`src/rtl/core/spq_pkg.sv`:
```
`timescale 1ns / 1ps
// ----------------------------------------------------------------------------
// spq_pkg
// Types and codes shared by the sorted priority queue core and its cells.
// ----------------------------------------------------------------------------
package spq_pkg;

  localparam int VALUE_W = 32;
  localparam int PRIO_W  = 16;
  localparam int FILL_W  = 5;

  localparam logic ACT_ENQ = 1'b0;
  localparam logic ACT_DEQ = 1'b1;

  typedef enum logic [1:0] {
    ST_ADDED   = 2'd0,
    ST_REMOVED = 2'd1,
    ST_EMPTY   = 2'd2,
    ST_FULL    = 2'd3
  } spq_status_t;

  // one stored entry of the row
  typedef struct packed {
    logic                      valid;
    logic signed [PRIO_W-1:0]  prio;
    logic signed [VALUE_W-1:0] value;
  } spq_entry_t;

  // operation broadcast to every cell, already gated by full and empty
  typedef struct packed {
    logic                      enq;
    logic                      deq;
    logic signed [PRIO_W-1:0]  prio;
    logic signed [VALUE_W-1:0] value;
  } spq_op_t;

endpackage

```
`src/rtl/core/sorted_priority_queue_core.sv`:
```
`timescale 1ns / 1ps
// ----------------------------------------------------------------------------
// sorted_priority_queue_core
// Bounded priority queue kept sorted in a row of compare-and-shift cells.
// ----------------------------------------------------------------------------
// The core takes one word per clock cycle and returns exactly one result word
// for each, registered, in the cycle after acceptance. Every cell compares its
// priority with the incoming one in parallel, so an insert or a removal takes no
// longer for a larger QUEUE_DEPTH; input is held off only
// while a result waits on the output side. Entries of equal priority leave in
// arrival order. A dequeue on an empty queue reports empty, an enqueue on a
// full queue is dropped and reports full. fill_level carries the low five bits
// of the entry count.
module sorted_priority_queue_core
  import spq_pkg::*;
#(
  parameter int QUEUE_DEPTH = 16
) (
  input  logic        clk,
  input  logic        rst,
  input  logic        s_axis_tvalid,
  output logic        s_axis_tready,
  input  logic [47:0] s_axis_tdata,   // item_value[31:0], item_priority[47:32]
  input  logic        s_axis_tuser,   // action[0]
  output logic        m_axis_tvalid,
  input  logic        m_axis_tready,
  output logic [55:0] m_axis_tdata,   // out_value[31:0], out_priority[47:32],
                                      // fill_level[52:48], zero[55:53]
  output logic [1:0]  m_axis_tuser    // status[1:0]
);

  localparam int CNT_W = $clog2(QUEUE_DEPTH + 1);

  spq_entry_t              cell_ent  [QUEUE_DEPTH];
  logic                    cell_keep [QUEUE_DEPTH];
  logic [QUEUE_DEPTH-1:0]  valid_vec;
  spq_op_t                 op;

  logic                    in_acc;
  logic                    is_enq;
  logic                    is_deq;
  logic                    full;
  logic                    empty;

  logic [CNT_W-1:0]        count;
  logic [CNT_W-1:0]        count_next;
  logic [CNT_W+FILL_W-1:0] count_ext;

  spq_status_t             res_status;
  spq_status_t             res_status_next;
  logic [VALUE_W-1:0]      res_value;
  logic [PRIO_W-1:0]       res_prio;
  logic [FILL_W-1:0]       res_fill;

  assign s_axis_tready = !m_axis_tvalid || m_axis_tready;
  assign in_acc        = s_axis_tvalid && s_axis_tready;
  assign is_enq        = s_axis_tuser == ACT_ENQ;
  assign is_deq        = s_axis_tuser == ACT_DEQ;
  assign full          = cell_ent[QUEUE_DEPTH-1].valid;
  assign empty         = !cell_ent[0].valid;

  assign op.enq   = in_acc && is_enq && !full;
  assign op.deq   = in_acc && is_deq && !empty;
  assign op.value = s_axis_tdata[VALUE_W-1:0];
  assign op.prio  = s_axis_tdata[VALUE_W+PRIO_W-1:VALUE_W];

  genvar gi;
  generate
    for (gi = 0; gi < QUEUE_DEPTH; gi++) begin : g_cell
      spq_entry_t left_ent;
      spq_entry_t right_ent;
      logic       left_keep;

      if (gi == 0) begin : g_head
        assign left_ent  = cell_ent[0];
        assign left_keep = 1'b1;
      end else begin : g_body
        assign left_ent  = cell_ent[gi-1];
        assign left_keep = cell_keep[gi-1];
      end

      if (gi == QUEUE_DEPTH - 1) begin : g_tail
        assign right_ent = '0;
      end else begin : g_inner
        assign right_ent = cell_ent[gi+1];
      end

      spq_cell u_cell (
        .clk       (clk),
        .rst       (rst),
        .op        (op),
        .left      (left_ent),
        .left_keep (left_keep),
        .right     (right_ent),
        .ent       (cell_ent[gi]),
        .keep      (cell_keep[gi])
      );

      assign valid_vec[gi] = cell_ent[gi].valid;
    end
  endgenerate

  always_comb begin
    count_next      = count;
    res_status_next = ST_ADDED;
    if (is_enq) begin
      if (full) begin
        res_status_next = ST_FULL;
      end else begin
        res_status_next = ST_ADDED;
        count_next      = count + 1'b1;
      end
    end else begin
      if (empty) begin
        res_status_next = ST_EMPTY;
      end else begin
        res_status_next = ST_REMOVED;
        count_next      = count - 1'b1;
      end
    end
  end

  assign count_ext = {{FILL_W{1'b0}}, count_next};

  always_ff @(posedge clk) begin
    if (rst) begin
      count         <= '0;
      m_axis_tvalid <= 1'b0;
    end else begin
      if (in_acc) begin
        count         <= count_next;
        m_axis_tvalid <= 1'b1;
      end else if (m_axis_tready) begin
        m_axis_tvalid <= 1'b0;
      end
    end
  end

  always_ff @(posedge clk) begin
    if (in_acc) begin
      res_status <= res_status_next;
      res_fill   <= count_ext[FILL_W-1:0];
      if (res_status_next == ST_REMOVED) begin
        res_value <= cell_ent[0].value;
        res_prio  <= cell_ent[0].prio;
      end else begin
        res_value <= '0;
        res_prio  <= '0;
      end
    end
  end

  assign m_axis_tuser = res_status;
  assign m_axis_tdata = {3'b000, res_fill, res_prio, res_value};

  // occupied cells always form a prefix of the row
  a_prefix: assert property (@(posedge clk) disable iff (rst)
    (valid_vec & (valid_vec + 1'b1)) == '0)
    else $error("occupied cells are not contiguous from the head");

  a_count: assert property (@(posedge clk) disable iff (rst)
    $countones(valid_vec) == 32'(count))
    else $error("entry count disagrees with occupied cells");

  a_result: assert property (@(posedge clk) disable iff (rst)
    in_acc |=> m_axis_tvalid)
    else $error("accepted word produced no result");

  a_full: assert property (@(posedge clk) disable iff (rst)
    in_acc && is_enq && (count == CNT_W'(QUEUE_DEPTH)) |=> res_status == ST_FULL)
    else $error("enqueue on full queue not flagged");

  a_head_order: assert property (@(posedge clk) disable iff (rst)
    cell_ent[1].valid |-> ($signed(cell_ent[0].prio) >= $signed(cell_ent[1].prio)))
    else $error("head entry out of priority order");

endmodule

```
`src/rtl/core/spq_cell.sv`:
```
`timescale 1ns / 1ps
// ----------------------------------------------------------------------------
// spq_cell
// One slot of the sorted row: holds an entry, keeps it, takes the new entry,
// or takes a neighbor's entry on insert and removal.
// ----------------------------------------------------------------------------
module spq_cell
  import spq_pkg::*;
(
  input  logic       clk,
  input  logic       rst,
  input  spq_op_t    op,
  input  spq_entry_t left,
  input  logic       left_keep,
  input  spq_entry_t right,
  output spq_entry_t ent,
  output logic       keep
);

  spq_entry_t entry;
  spq_entry_t entry_next;

  // entry stays ahead of the new one when its priority is greater or equal
  assign keep = entry.valid && ($signed(entry.prio) >= $signed(op.prio));
  assign ent  = entry;

  always_comb begin
    entry_next = entry;
    if (op.enq) begin
      if (keep) begin
        entry_next = entry;
      end else if (left_keep) begin
        entry_next.valid = 1'b1;
        entry_next.prio  = op.prio;
        entry_next.value = op.value;
      end else begin
        entry_next = left;
      end
    end else if (op.deq) begin
      entry_next = right;
    end
  end

  always_ff @(posedge clk) begin
    entry.prio  <= entry_next.prio;
    entry.value <= entry_next.value;
    if (rst) begin
      entry.valid <= 1'b0;
    end else begin
      entry.valid <= entry_next.valid;
    end
  end

endmodule
```
`config.mk`:
```
export PLATFORM = sky130hd
export DESIGN_NAME = sorted_priority_queue_core
export DESIGN_NICKNAME = d
export VERILOG_FILES = /design/src/rtl/core/spq_pkg.sv /design/src/rtl/core/sorted_priority_queue_core.sv /design/src/rtl/core/spq_cell.sv
export SDC_FILE = /design/constraint.sdc
export NUM_CORES = 2
export LEC_CHECK = 0
export BUFFER_PORTS_ARGS = -buffer_cell sky130_fd_sc_hd__buf_2
export CORE_ASPECT_RATIO = 1.25
export CORE_MARGIN = 3
export CORE_UTILIZATION = 47
export CTS_BUF_LIST = sky130_fd_sc_hd__clkbuf_2 sky130_fd_sc_hd__clkbuf_4 sky130_fd_sc_hd__clkbuf_8
export CTS_CLUSTER_DIAMETER = 30
export DETAILED_ROUTE_END_ITERATION = 10
export GPL_TIMING_DRIVEN = 1
export HOLD_SLACK_MARGIN = 0.06
export PLACE_DENSITY = 0.63
export SKIP_CTS_REPAIR_TIMING = 1
export SYNTH_ARGS = -nofsm -noshare
export SYNTH_HDL_FRONTEND = slang
export SYNTH_HIERARCHICAL = 1
export SYNTH_SLANG_ARGS = --single-unit
```
`constraint.sdc`:
```
create_clock -name clk -period 8.1 [get_ports clk]
set_input_delay 0.81 -clock clk [delete_from_list [all_inputs] [get_ports clk]]
set_output_delay 0.81 -clock clk [all_outputs]
set_load 0.1 [all_outputs]
```
==> flow_summary.json <==
{
  "p_leak_nw": 20.7,
  "worstSkewPairLatency_ns": 0.85,
  "routed_wl_um": 113000,
  "final_layout_size_suffix_gt1_frac": 0.113,
  "synth-async-reset-ratio": 0,
  "finClkSkew_ns": 0.0338,
  "cp-start-kind": "input pin",
  "min_path_type": "input pin to flop",
  "finalCriticalPeriod_ns": 4.08,
  "drv_slew": 0,
  "synth-seq-cells": 845,
  "synth.avg_cell_area_um2": 10.6,
  "std_cell_rows": 132,
  "hold_violations": 0,
  "io_buffers": 109,
  "crit_family": "buffers and inverters",
  "maxCapViolCount": 0,
  "synth.most_common_cell": "a21oi_1",
  "ios": 113,
  "finish.utilization": 0.532,
  "sw_frac_of_total": 0.296,
  "drt_iter0_markers": 2433,
  "synth_warnings": 6,
  "vias": 34000,
  "wl_per_cell_um": 18.1,
  "worst-setup-path-type": "input pin to flop",
  "initial_core_util": 0.475,
  "yosysTopAreaCell": "edfxtp_1",
  "setup_tns_ns": 0,
  "worstMarginPinSlew_ns": 1.21,
  "yosys-top-cells-count": "a21oi_1 (917), edfxtp_1 (823), nor2_1 (822)",
  "netlist.area_leader.share": 0.501,
  "setup_viol": 0,
  "switchingPower_w": 0.00402,
  "ys_top_cells_by_area": "edfxtp_1 (50%), mux2i_1 (16%), a21oi_1 (9.3%)",
  "cp-end-kind": "flop",
  "cts_root_buf": "clkbuf_8",
  "p_clk_frac": 0.365,
  "globalRouteOverflowTotal": 0,
  "cpMostUsedCell": "buf_4",
  "drc": 0,
  "status": "complete, no violations",
  "place_ws_ns": 3.20,
  "ys.flop_type": "edfxtp_1",
  "die_area_um2": 109000,
  "path_buf_inv": 4,
  "cts_tree": "done",
  "place_congestion": 0.860,
  "grt_pass1_vias": 33400,
  "cpMaxStageDelayCell": "a21oi_4",
  "die_w_um": 296,
  "vdd_drop_max_mv": 0.171,
  "p_int_w": 0.00956,
  "arrival_ns": 4.56,
  "cts_buffers": 174,
  "vias_per_cell": 5.43,
  "yosysUniqueCellTypes": 48,
  "synth_seq_area_share": 0.510,
  "finalCritPeriodShare": 0.504,
  "postRouteAntennaNets": 0,
  "max_freq_ghz": 0.245,
  "max_slew_margin": 0.193,
  "clkSinkCount": 845,
  "max_stage_delay_ns": 0.62,
  "firstDrtPassIters": 6,
  "clk_pin_slew_worst_paths_ns": 0.05,
  "syn_to_final_growth_pct": 12.2,
  "core_um2": 104000,
  "path_cells": "buf_2 > inv_1 > ha_1 > a21o_1 > nand3_1 > a21oi_1 > or4_1 > o221a_4 > buf_4 > a21oi_4 > buf_4",
  "final_nets": 5070,
  "p_seq_frac": 0.440,
  "antenna_found_initial": 4,
  "clk_path_buf_depth": 3,
  "combPwrFrac": 0.194,
  "syn_inst": 4648,
  "die_y_um": 368,
  "rsz0062_at_grt": "false",
  "grt_pass1_wl_um": 183000,
  "grt_use_total": 0.209,
  "cp_max_fo": 36,
  "synth-edff-count": 823,
  "htreeDepth": 4,
  "worstPathRequired_ns": 8.58,
  "reg2reg_slack_ns": 4.10,
  "syn_area_um2": 49300,
  "grt_max_degree": 252,
  "hold_ws_ns": 0.253,
  "setup_ws_ns": 4.02,
  "p_per_area_nw_per_um2": 246,
  "hpwl_um": 78500
}
flip-flops by register name (all words and copies together), names as in the netlist:
| register | count |
|---|---|
| count | 5 |
| g_cell.u_cell/ent | 784 |
| m_axis_tuser | 2 |
| m_axis_tvalid | 1 |
| res_fill | 5 |
| res_prio | 16 |
| res_value | 32 |
cell families (layout without fill, tap and decap cells):
family,count (synthesis),after routing,synth area share
muxes,777,777,0.158
adders and majority gates,258,258,0.0655
and+or+nand+nor,1101,1101,0.0987
DFF,845,845,0.510
AOI/OAI and AO/OA,1088,1088,0.121
other,2,60,0.000152
buffers and inverters,572,779,0.0456
xor gates and xnor gates,5,5,0.000888
worst paths after layout:
path / depth (start not counted) / to / from
setup reg to reg: 9 / g_cell[12].u_cell/ent[47] / g_cell[12].u_cell/ent[33]
hold / removal: 3 / m_axis_tvalid / s_axis_tvalid
hold reg to reg: 2 / count[4] / count[4]
setup / recovery: 11 / g_cell[11].u_cell/ent[40] / s_axis_tdata[37]
power groups by stage:
stage / logic (W) / clock network (W) / registers (W)
detailed placement: 0.00265 / 0 / 0.00605
CTS: 0.00265 / 0.00510 / 0.00598
finish: 0.00264 / 0.00496 / 0.00598
global placement: 0.00258 / 0 / 0.00605
global route: 0.00297 / 0.00529 / 0.00605
floorplan: 0.00185 / 0 / 0.00608
per-layer routing:
| metal | track usage | vias up | wire length (um) |
|---|---|---|---|
| met3 | 0.0390 | 190 | 5370 |
| met2 | 0.313 | 766 | 49200 |
| met5 | 0 | - | 0 |
| met1 | 0.306 | 15700 | 55500 |
| li1 | - | 17300 | - |
| met4 | 0.0674 | 0 | 3010 |
cells in the final DEF, fill, tap and decap left out, drive strengths merged, types with 24 or more instances in the layout:
cell	n
nand2	51
inv	291
o21ai	37
clkbuf	222
edfxtp	823
mux2i	777
nor2	822
nand4	64
a21oi	917
and3	58
a21o	25
clkinv	58
a211oi	24
nor2b	24
buf	171
conb	53
ha	258
metrics by stage:
step	cell area, um2	instances	power (W)
5_1_grt	55300	6251	0.0143
4_1_cts	55300	6246	0.0137
2_1_floorplan	49500	4699	0.00793
3_3_place_gp	51400	5923	0.00863
3_5_place_dp	51400	5923	0.00870
6_report	55300	6253	0.0136
tightest hold or removal path: stages:
cell and delay, ns:
buf_2 0.12, inv_1 0.05, a21oi_1 0.05
final cells by class:
class / instances / area, um2
Sequential cell: 845 / 25200
Inverter: 285 / 1070
Timing Repair Buffer: 171 / 1070
Clock buffer: 222 / 2820
Multi-Input combinational cell: 3282 / 22400
Fill cell: 9176 / 48600
Tap cell: 1340 / 1680
Antenna cell: 7 / 17.5
Clock inverter: 101 / 1090
Power figures use the tool's default switching activity.
